### src/sqm_pkg.sv
// Shared types, codes and field widths of the square matrix add/subtract/multiply core.
package sqm_pkg;

  localparam int ELEM_W     = 32;
  localparam int IDX_W      = 3;
  localparam int SIZE_W     = 4;
  localparam int MODE_W     = 2;
  localparam int REQ_W      = 2;
  localparam int CFG_DATA_W = 4;
  localparam int CFG_IDX_W  = 1;
  localparam int IN_DATA_W  = 40;
  localparam int OUT_DATA_W = 40;

  localparam logic [SIZE_W-1:0] SIZE_RESET = 4'd8;
  localparam logic [MODE_W-1:0] MODE_RESET = 2'd0;

  // Request codes carried on the input tuser.
  localparam logic [REQ_W-1:0] REQ_LOAD_A = 2'd0;
  localparam logic [REQ_W-1:0] REQ_LOAD_B = 2'd1;
  localparam logic [REQ_W-1:0] REQ_RUN    = 2'd2;

  // Operation codes held in the mode register.
  localparam logic [MODE_W-1:0] MODE_ADD = 2'd0;
  localparam logic [MODE_W-1:0] MODE_SUB = 2'd1;
  localparam logic [MODE_W-1:0] MODE_MUL = 2'd2;

  // Configuration register indexes.
  localparam logic [CFG_IDX_W-1:0] CFG_MATRIX_SIZE = 1'b0;
  localparam logic [CFG_IDX_W-1:0] CFG_OP_MODE     = 1'b1;

  typedef enum logic [1:0] {
    ST_IDLE,
    ST_ISSUE,
    ST_DRAIN
  } sqm_state_t;

  typedef struct packed {
    logic              we_a;
    logic              we_b;
    logic              rd_valid;
    logic              first;
    logic              lastk;
    logic [MODE_W-1:0] mode;
    logic [IDX_W-1:0]  row;
    logic [IDX_W-1:0]  col;
    logic [IDX_W-1:0]  k;
    logic              last_elem;
  } sqm_cmd_t;

  typedef struct packed {
    logic busy;
  } sqm_stat_t;

endpackage

### src/sqm_ctrl.sv
// Controller: configuration registers, request decode and the element/term sequencer.
module sqm_ctrl #(
  parameter int MAX_SIZE = 8
) (
  input  logic                            clk,
  input  logic                            rst_n,
  input  logic                            cfg_we,
  input  logic [sqm_pkg::CFG_IDX_W-1:0]   cfg_index,
  input  logic [sqm_pkg::CFG_DATA_W-1:0]  cfg_data,
  input  logic                            in_valid,
  output logic                            in_ready,
  input  logic [sqm_pkg::REQ_W-1:0]       in_req,
  input  logic [sqm_pkg::IDX_W-1:0]       in_row,
  input  logic [sqm_pkg::IDX_W-1:0]       in_col,
  output sqm_pkg::sqm_cmd_t               cmd,
  input  sqm_pkg::sqm_stat_t              stat
);
  import sqm_pkg::*;

  localparam logic [SIZE_W-1:0] MAX_N = SIZE_W'(MAX_SIZE);

  sqm_state_t        state_r, state_nxt;
  logic [SIZE_W-1:0] size_r, size_nxt;
  logic [MODE_W-1:0] mode_r, mode_nxt;
  logic [SIZE_W-1:0] n_r, n_nxt;
  logic [IDX_W-1:0]  r_r, r_nxt;
  logic [IDX_W-1:0]  c_r, c_nxt;
  logic [IDX_W-1:0]  k_r, k_nxt;

  logic [SIZE_W-1:0] n_sat;
  logic [SIZE_W-1:0] n_m1_full;
  logic [IDX_W-1:0]  n_m1;
  logic [IDX_W-1:0]  kmax;
  logic              in_range;
  logic              accept;
  logic              last_elem;

  always_ff @(posedge clk) begin
    if (!rst_n) begin
      state_r <= ST_IDLE;
      size_r  <= SIZE_RESET;
      mode_r  <= MODE_RESET;
    end else begin
      state_r <= state_nxt;
      size_r  <= size_nxt;
      mode_r  <= mode_nxt;
    end
  end

  always_ff @(posedge clk) begin
    n_r <= n_nxt;
    r_r <= r_nxt;
    c_r <= c_nxt;
    k_r <= k_nxt;
  end

  always_comb begin
    size_nxt = size_r;
    mode_nxt = mode_r;
    if (cfg_we) begin
      unique case (cfg_index)
        CFG_MATRIX_SIZE: size_nxt = cfg_data;
        CFG_OP_MODE:     mode_nxt = cfg_data[MODE_W-1:0];
        default:         ;
      endcase
    end
  end

  assign n_sat     = (size_r > MAX_N) ? MAX_N : size_r;
  assign n_m1_full = n_r - SIZE_W'(1);
  assign n_m1      = n_m1_full[IDX_W-1:0];
  assign kmax      = (mode_r == MODE_MUL) ? n_m1 : '0;
  assign in_range  = ({1'b0, in_row} < MAX_N) && ({1'b0, in_col} < MAX_N);
  assign accept    = in_valid && in_ready;
  assign last_elem = (r_r == n_m1) && (c_r == n_m1);

  always_comb begin
    state_nxt = state_r;
    n_nxt     = n_r;
    r_nxt     = r_r;
    c_nxt     = c_r;
    k_nxt     = k_r;
    in_ready  = 1'b0;

    cmd           = '0;
    cmd.mode      = mode_r;
    cmd.row       = r_r;
    cmd.col       = c_r;
    cmd.k         = k_r;
    cmd.first     = (k_r == '0);
    cmd.lastk     = (k_r == kmax);
    cmd.last_elem = last_elem;

    unique case (state_r)
      ST_IDLE: begin
        in_ready = 1'b1;
        if (accept) begin
          case (in_req)
            REQ_LOAD_A: cmd.we_a = in_range;
            REQ_LOAD_B: cmd.we_b = in_range;
            REQ_RUN: begin
              if (n_sat != '0) begin
                n_nxt     = n_sat;
                r_nxt     = '0;
                c_nxt     = '0;
                k_nxt     = '0;
                state_nxt = ST_ISSUE;
              end
            end
            default: ;
          endcase
        end
      end
      ST_ISSUE: begin
        cmd.rd_valid = 1'b1;
        if (k_r == kmax) begin
          state_nxt = ST_DRAIN;
        end else begin
          k_nxt = k_r + IDX_W'(1);
        end
      end
      ST_DRAIN: begin
        // Move on once the finished element has left the output register.
        if (!stat.busy) begin
          if (last_elem) begin
            state_nxt = ST_IDLE;
          end else begin
            k_nxt     = '0;
            state_nxt = ST_ISSUE;
            if (c_r == n_m1) begin
              c_nxt = '0;
              r_nxt = r_r + IDX_W'(1);
            end else begin
              c_nxt = c_r + IDX_W'(1);
            end
          end
        end
      end
      default: state_nxt = ST_IDLE;
    endcase
  end

endmodule

### config.mk
export PLATFORM = sky130hd
export DESIGN_NAME = sqm_ctrl
export DESIGN_NICKNAME = d
export VERILOG_FILES = /design/src/sqm_pkg.sv /design/src/sqm_ctrl.sv
export SDC_FILE = /design/constraint.sdc
export NUM_CORES = 1
export LEC_CHECK = 0
export BUFFER_PORTS_ARGS = -buffer_cell sky130_fd_sc_hd__buf_4
export CORE_ASPECT_RATIO = 0.9
export CORE_MARGIN = 3
export CORE_UTILIZATION = 45
export DETAILED_ROUTE_END_ITERATION = 8
export PLACE_DENSITY_LB_ADDON = 0.08
export REMOVE_ABC_BUFFERS = 1
export SLEW_MARGIN = 10
export SYNTH_ARGS = -nofsm -noshare
export SYNTH_HDL_FRONTEND = slang
export SYNTH_SLANG_ARGS = --single-unit
export TNS_END_PERCENT = 20
### constraint.sdc
create_clock -name clk -period 2.6 [get_ports clk]
set_input_delay 0.39 -clock clk [delete_from_list [all_inputs] [get_ports clk]]
set_output_delay 0.39 -clock clk [all_outputs]
set_load 0.01 [all_outputs]
# --- After elaboration in Yosys (flattened, before gate mapping) ---
# Cells that the tools add are included.
word_totals:
  ff_bits: 20
  latchBits: 0
  ramBits: 0
  romBits: 0
  output_inout_bits: 18
  memories: 0
op_classes:
  addsub: 4
  multipliers: 0
  div: 0
  order_cmp: 1
  eq_ne: 16
  n_shift: 0
  n_mux: 30
  bitwise: 1
  reduce_logical: 15
op_table:
  columns: ["cell", "n"]
  rows:
  - ["$mux 3", 13]
  - ["$mux 2", 7]
  - ["$ne 2x2->1 const B", 7]
  - ["$reduce_and 7->1", 2]
  - ["$pmux 3 s2", 2]
  - ["$add 3x1->3 const B", 3]
  - ["$eq 3x3->1", 3]
  - ["$pmux 3 s3", 1]
  - ["$eq 2x2->1 const B", 3]
  - ["$pmux 2 s3", 1]
  - ["$reduce_and 6->1", 1]
  - ["$mux 1", 5]
  - ["$reduce_and 5->1", 1]
  - ["$eq 2x1->1 const B", 2]
  - ["$gt 4x4->1 const B", 1]
  - ["$logic_not 2->1", 2]
  - ["$mux 4", 1]
  - ["$reduce_and 2->1", 2]
  - ["$reduce_and 4->1", 1]
  - ["$reduce_bool 4->1", 1]
  - ["$logic_not 3->1", 1]
  - ["$reduce_bool 3->1", 1]
  - ["$sub 3x1->3 const B", 1]
  - ["$logic_and 1x1->1", 2]
  - ["3 further kinds", 3]

# --- Depth between registers and ports, before layout ---
# Gate-level depths: netlist (run 1).
logic_depth:
  word_depth: 7
  ltp_mapped: 6
  mapped_depth_nobuf: 6

# --- Least setup slack after synthesis (run 1) ---
# Ideal clock, no wire load.
synth_timing:
  kind: "register to register"
  startpoint: "register n_r[0]"
  endpoint: "register r_r[0] (enable)"
  arrival_ns: 1.613
  path_slack_ns: 0.668
  path_stages_with_launch: 7
  n_path_buf: 0
  path_cell_list: "edfxtp_1 > inv_1 > ha_1 > xnor2_1 > mux2i_1 > o211ai_1 > nor2_1"
synth_via:
  elab_chain_cells: 5
  word_cells_on_any_way: 7
  cone_classes: "add/sub: 1; eq/ne: 4; reduce/logical: 2"
synth_rtl:
  columns: ["item", "line_no", "text"]
  rows:
  - ["from (decl)", "sqm_ctrl.sv:25", "logic [SIZE_W-1:0] n_r, n_nxt;"]
  - ["from (signal assigned)", "sqm_ctrl.sv:51", "n_r <= n_nxt;"]
  - ["$sub 3x1->3 (*)", "sqm_ctrl.sv:70", "assign n_m1_full = n_r - SIZE_W'(1);"]
  - ["$eq 3x3->1 (on tied branches)", "sqm_ctrl.sv:75, sqm_ctrl.sv:130", null]
  - ["$logic_and 1x1->1", "sqm_ctrl.sv:75", "assign last_elem = (r_r == n_m1) && (c_r == n_m1);"]
  - ["$ne 2x2->1 (no line)", null, null]
  - ["$reduce_and 7->1 (no line) (*)", null, null]
  - ["to (signal assigned)", "sqm_ctrl.sv:52", "r_r <= r_nxt;"]
  - ["to (decl)", "sqm_ctrl.sv:26", "logic [IDX_W-1:0] r_r, r_nxt;"]
# Every way passes the cells marked *; elsewhere a longest branch is shown, timed or not.
# A chain may end at the register's enable or synchronous reset.

==> run summary, run 1 <==
The worst slew margin relative to its limit is approximately three fifths. The startpoint of the most critical register-to-register path is n_r[0]$_DFFE_PP_. Counting flops and latches in the post-synthesis netlist gives 20.

The clock transition at the registers of the reported paths is 0.11 ns. The via count of the first global-routing pass came out at 866. For this design, the sink count on the clock tree is 20. The latest clock arrival within the worst-skew pair is roughly 0.30 ns.

STA classifies the critical path startpoint as a register. Yosys attributes the largest share of cell area to edfxtp_1 (31%), dfxtp_1 (14%), ha_1 (5.4%). The clock period could shrink to 2.22 ns. The startpoint identified for the worst hold timing path is cfg_data[3]. The post-detailed-placement half-perimeter wirelength came out at 1860 µm. The final-layout setup total negative slack is 0 ns. The initial core utilization is between 50% and 60%. The most common cell after layout, fill and taps aside is buf_4.

The count of antenna diodes in the layout is 0. The core box area came out at roughly 2300 µm². The number of synthesized flops with an enable pin came out at 12.

The sort of element at the end of the critical path is an output port. The clock tree root buffer cell is clkbuf_4. The highest ir drop seen on vdd is between 0.3 and 0.4 mV.

The count of final setup violators is 0. The number of cells traversed by the worst register-to-register path is 6. At the end of routability-driven placement, the weighted congestion stood at a little under 0.8. The share of synthesized registers carrying an async set or reset is 0%. The area fraction of the dominant cell type after synthesis is a little under a third.

The number of antenna violations at the first check in global routing is 0. The total grt overflow came out at 0. The first global-routing pass estimated 3930 µm of wire. The number of inserted filler cells in the final layout is 205.

The detailed-route DRC error count came out at 0. The top cell types in the final layout, fill and taps aside, are buf_4 (30), edfxtp_1 (12), nor2_1 (11), nor2b_1 (9). The core occupancy in the finished layout came out at 62.3%. The hold buffer count at cts is 0. The count of final max-slew check failures came out at 0. Buffers inserted during clock tree synthesis total 3.

The buffer count from post-CTS setup fixing came out at 0. The largest net degree at the start of global routing is 12. Summed over all nets, wire length on met3 after detailed routing comes to about 140 µm.

STA puts the critical path data arrival time at around 1.8 ns. During synthesis, Yosys emitted a total of 0 warnings. edfxtp_1 takes more of the synthesized area than any other cell. The min-delay analysis places its worst path in the category in2reg. Summed over all layers, the routed wires come to 2360 µm. Among all flip-flop cells after synthesis, the most frequent one is edfxtp_1. The overall routing resource usage is 16.6%. The largest fanout of any net on the critical path is 5. At the pin with the least slew margin, the transition time is around 0.57 ns.

The CTS tree is built. The run finished with clean final reports. The origin of the worst setup path is n_r[0]$_DFFE_PP_. The wire length per cell after detailed routing is roughly 14 µm. The max-cap violation count is 0.

The synthesized cell area came out at around 1200 µm². The area of the die is between 3000 and 4000 µm². The cell count after synthesis is between 100 and 150. The critical path is of the reg2out type. After the first detailed-routing iteration, the DRC count stood at 29.

After synthesis, the netlist uses 37 different library cells. The final net count came out at approximately 170. The remaining antenna violation count is 0. The stage delay of the slowest cell on the critical path came out at around 0.38 ns. The area growth from synthesis to layout is 23.5%. The detailed router used layers up to and including met4.

The worst clock skew on the final layout came out at between 0.006 and 0.007 ns. The maximum clock frequency came out at approximately 450 MHz. The per-instance average area after synthesis came out at 10.1 µm². The hold violation count in the final report came out at 0. The total I/O pin count is 36. The tightest hold path in the finished design has a slack of 0.297 ns.

The signal on the critical path passes through inv_1, ha_1, nor4_1, o311a_4, buf_4. The number of detailed-routing iterations run before antenna repair came out at 4. After clock tree synthesis, the repair step resized 0 gates. The routed design uses ~1000 µm of met2 wire.

The initialized floorplan defines 16 standard-cell rows. The worst flop-to-flop path endpoint is k_r[1]$_SDFFCE_PN0P_. In this run the power density over the cells is about 450 nW/µm². The die is slightly below 60 µm wide. The library cell contributing the largest single delay on the critical path is ha_1.

After layout, the worst path uses ~85% of the clock period. The H-tree depth came out at 1. The total vias in the final route came out at ~900.

The maximum buffer depth of the clock tree came out at 2. The count of buffers added on input and output ports is 29. The height of the chip is between 50 and 60 µm. The ratio of cells with drive above 1 in the final layout is approximately a quarter. The average via count per standard cell is approximately 5.3. The leakage power is 0.616 nW.

Setup repair after global routing left no endpoint under its margin. The worst hold path terminates at size_r[3]$_SDFFE_PN1P_. The reg-to-reg setup timing slack is about 0.54 ns.

The met1 wire length is around 1200 µm. After synthesis, flip-flops and latches occupy between 40% and 50% of the total area. The worst hold path passes through 3 cells. The required time at the endpoint of the critical path came out at about 2.2 ns.
[layer usage]
metal | GRT usage, % | vias up
met5 | 0 | -
met4 | 3.32 | 0
met3 | 5.28 | 2
met2 | 26.7 | 26
met1 | 22.1 | 418
li1 | - | 466
[worst max path at each step]
stage / end / cells after the start / slack, ns
floorplan: r_r[0]$_SDFFCE_PN0P_ / 6 / 0.67
CTS: cmd[12] / 5 / 0.36
global placement: r_r[1]$_SDFFCE_PN0P_ / 6 / 0.58
detailed placement: k_r[2]$_SDFFCE_PN0P_ / 6 / 0.54
finish: cmd[12] / 5 / 0.38
global route: cmd[12] / 5 / 0.24
[state kept, by name, indices dropped and copies added (netlist names)]
name / count
c_r: 3
n_r: 3
k_r: 3
r_r: 3
mode_r: 2
state_r: 2
size_r: 4
[final cells by class]
cell class	instances	area [µm²]	area share, %
multi-input cells	83	588	41.0
flip-flops and latches	20	520	36.3
repair buffers	30	225	15.7
clock buffers	4	36.3	2.53
well taps	27	33.8	2.36
inverters	8	30.0	2.09
[through the flow]
| stage | cell area [µm²] | power [mW] | cells | setup slack, ns |
|---|---|---|---|---|
| 2_1_floorplan | 1140 | 0.419 | 111 | 0.668 |
| 3_3_place_gp | 1400 | 0.464 | 168 | 0.576 |
| 3_5_place_dp | 1400 | 0.467 | 168 | 0.542 |
| 4_1_cts | 1430 | 0.649 | 172 | 0.364 |
| 5_1_grt | 1430 | 0.680 | 172 | 0.239 |
| 6_report | 1430 | 0.644 | 172 | 0.383 |
[synthesized netlist by cell type, types with 4 or more instances]
cell       n
mux2i_1    5
xnor2_1    5
nand2_1    8
dfxtp_1    8
inv_1      8
edfxtp_1  12
ha_1       5
nor2_1    11
nor2b_1    9
nand2b_1   4
[power by group]
part	internal, mW	switching [mW]	total, mW
clock network	0.0855	0.0989	0.184
logic	0.0505	0.0479	0.0984
registers	0.348	0.0137	0.362
[logic make-up after synthesis]
logic type               synth area share [%]
AO/OA/AOI/OAI                            10.8
AND/OR/NAND/NOR                          24.1
XOR/XNOR                                 6.03
multiplexers                             4.31
buffers and inverters                    4.53
adder cells (fa/ha/maj)                  5.39
flip-flops                               44.8
[worst max-delay path, delay by kind of cell, from the launching register on]
| family | cells | cell delay (ns) |
|---|---|---|
| buffers and inverters | 2 | 0.16 |
| AOI/OAI and AO/OA | 1 | 0.27 |
| adders and majority gates | 1 | 0.38 |
| DFF | 1 | 0.36 |
| and+or+nand+nor | 1 | 0.36 |
Power figures use the tool's default switching activity.
==> inputs of run 2 (changes only) <==
--- a/config.mk
+++ b/config.mk
@@ -7,10 +7,9 @@
 export LEC_CHECK = 0
 export BUFFER_PORTS_ARGS = -buffer_cell sky130_fd_sc_hd__buf_4
 export CORE_ASPECT_RATIO = 0.9
-export CORE_MARGIN = 3
 export CORE_UTILIZATION = 45
 export DETAILED_ROUTE_END_ITERATION = 8
-export PLACE_DENSITY_LB_ADDON = 0.08
+export PLACE_DENSITY = 0.77
 export REMOVE_ABC_BUFFERS = 1
 export SLEW_MARGIN = 10
 export SYNTH_ARGS = -nofsm -noshare
==> run 2 against run 1 <==
Against the previous run: wire length shrank 7.9%; count of clock-buffer cells in the layout is the same; sequential cell count is the same; largest cell class unchanged; highest routed layer unchanged.
==> run summary, run 2 (synthesis results as in run 1) <==
The count of final max-slew check failures came to 0 (unchanged). The total power divided by cell area came out at 450 nW/µm² (about the same). Clock tree synthesis selected as its root buffer the cell clkbuf_4. The clock transition at the registers of the reported paths is 0.11 ns (about the same). The maximum buffer depth of the clock tree is 2 (unchanged). Among cell families on the critical path, the largest total delay comes from flip-flops. The overall routing resource usage came out at 16.8% (+0.16 points).

The last weighted congestion value of the routability-driven placer came out at 0.783 (+0.66%). The wire length per cell after detailed routing is 12.6 µm (-7.9%). The flow ran to the end, and the final reports show no timing, DRC or antenna violations. STA classifies the critical path endpoint as an output port. The worst slew margin relative to its limit came out at 59.8% (-1.6 points). The required time at the endpoint of the critical path came out at 2.21 ns (about the same). The buffer count from post-CTS setup fixing was 0 (unchanged). The number of antenna violations at the first check in global routing came out at 0 (unchanged). The core occupancy in the finished layout is 58.4% (-3.9 points). The total vias in the final route came out at 922 (+1.1%). The library cell contributing the largest single delay on the critical path is edfxtp_1. size_r holds more flip-flops than any other register. The hold buffer count at cts is 0 (unchanged). The data arrival time at the worst-slack endpoint came to 1.98 ns (+0.15 ns).

The latest clock arrival within the worst-skew pair is 0.30 ns (about the same). The overall routed net length is 2170 µm (-7.9%). The initial core utilization came out at 47.5% (-3.0 points).

The core box area came to 2450 µm² (+6.3%). The horizontal die dimension is 55.5 µm (-6.7%). The DRC marker count from the first detailed-route iteration is 11 (-62%). The TritonCTS buffer count was 3 (unchanged).

The count of antenna diodes in the layout came to 0 (unchanged). The final net count is 168 (-0.59%). The height of the chip is 50.2 µm (-7.4%). Setup repair after global routing left no endpoint under its margin. The most common cell after layout, fill and taps aside is buf_4. The total power after layout is 0.642 mW (-0.36%).

The H-tree depth is 1 (unchanged). The count of buffering cells on the critical path with inverters included is 2 (unchanged). The final design area excluding fillers came to 1430 µm² (-0.44%). The via count of the first global-routing pass is 803 (-7.3%). The number of clock sinks seen by CTS is 20 (unchanged).

The ratio of cells with drive above 1 in the final layout is 25.7% (-0.51 points). The post-cts repair resize count came out at 0 (unchanged). The worst clock skew on the final layout came out at 0.00953 ns (+0.00315 ns). The reg-to-reg setup timing slack is 0.31 ns (-0.23 ns). The setup path with the least slack is of type reg2out.

The detailed-route DRC error count is 0 (unchanged). The highest ir drop seen on vdd is 0.258 mV (-25%). The worst-margin pin slew was 0.598 ns (+0.0231 ns). The shortest period the worst path allows was 2.37 ns (+0.157 ns). The area of the die came to 2790 µm² (-14%). The worst setup slack before clock tree synthesis is 0.313 ns (-0.230 ns). The number of detailed-routing iterations run before antenna repair is 4 (unchanged).

The hold violation count in the final report is 0 (unchanged). The area growth from synthesis to layout is 23.0%. The total I/O pin count is 36 (unchanged). The average via count per standard cell is 5.36 (+1.1%).

The number of port buffers is 29 (unchanged). The largest net degree at the start of global routing came to 12 (unchanged). In the layout the commonest cells are buf_4 (29), edfxtp_1 (12), nor2_1 (11), nor2b_1 (9). The total grt overflow is 0 (unchanged). The count of final setup violators came to 0 (unchanged).

The stage delay of the slowest cell on the critical path was 0.49 ns (+0.11 ns). The post-detailed-placement half-perimeter wirelength came out at 1700 µm (-8.7%). The max-cap violation count came out at 0 (unchanged). The wire length of the first global-routing pass is 3620 µm (-8.1%).

The instance area at placement is 1390 µm² (-0.45%). TritonCTS built the clock tree. The largest fanout of any net on the critical path is 7 (+2). STA classifies the critical path startpoint as a register. The final critical-path share of the clock period is 91.3% (+6.0 points). The final-layout setup total negative slack came out at 0 ns (unchanged). The maximum clock frequency is 421 MHz (-6.6%). The remaining antenna violation count is 0 (unchanged). The worst min-delay path class is in2reg.

The signal on the critical path passes through inv_1, ha_1, xnor2_1, mux2i_1, nor2_1, buf_4. The leakage power came to 0.611 nW (-0.83%). The minimum setup slack in the final design came out at 0.225 ns (-0.157 ns). The number of placement rows is 17 (+1).

The flip-flop count of the largest register, all copies and words added came out at 4 (unchanged). The number of inserted filler cells in the final layout is 212 (+3.4%).
-- run 2: cell types whose count changed in the layout (fill, tap and decap cells not counted) --
cell and change:
buf_4 -1
-- run 2: final timing paths --
check                                             from                     end  cells after the start
worst max-delay path                  n_r[0]$_DFFE_PP_                  cmd[0]                      6
worst min-delay path                       cfg_data[3]  size_r[3]$_SDFFE_PN1P_                      3
worst max register to register        n_r[0]$_DFFE_PP_    r_r[0]$_SDFFCE_PN0P_                      6
worst min register to register  mode_r[1]$_SDFFE_PN0P_  mode_r[1]$_SDFFE_PN0P_                      2
-- run 2: worst reg2reg max path: cells and delay by family, from the launching register on --
family | cells | cell delay (ns)
adders and majority gates | 1 | 0.21
xor gates and xnor gates | 1 | 0.35
and+or+nand+nor | 1 | 0.31
buffers and inverters | 1 | 0.07
DFF | 1 | 0.49
muxes | 1 | 0.34
AOI/OAI and AO/OA | 1 | 0.20
-- run 2: area by class of cell --
| type | instances | area, µm² | area share (%) |
|---|---|---|---|
| clock buffers | 4 | 36.3 | 2.54 |
| inverters | 8 | 30.0 | 2.10 |
| multi-input cells | 83 | 588 | 41.2 |
| flip-flops and latches | 20 | 520 | 36.5 |
| well taps | 28 | 35.0 | 2.45 |
| repair buffers | 29 | 218 | 15.2 |
-- run 2: layer usage --
metal / global-route usage [%] / routed length, µm
met5: 0 / 0
met4: 5.00 / 25
met3: 3.09 / 96
met2: 28.5 / 985
met1: 21.9 / 1060
-- run 2: metrics by stage --
| stage | hold WS (ns) | cells |
|---|---|---|
| 3_3_place_gp | 0.485 | 168 |
| 2_1_floorplan | 0.452 | 111 |
| 3_5_place_dp | 0.493 | 168 |
| 5_1_grt | 0.301 | 172 |
| 4_1_cts | 0.305 | 172 |
| 6_report | 0.304 | 172 |
-- run 2: report_power, final --
group	switching (mW)	internal [mW]	total (mW)
clock	0.0978	0.0853	0.183
sequential	0.0139	0.348	0.362
combinational	0.0467	0.0504	0.0971
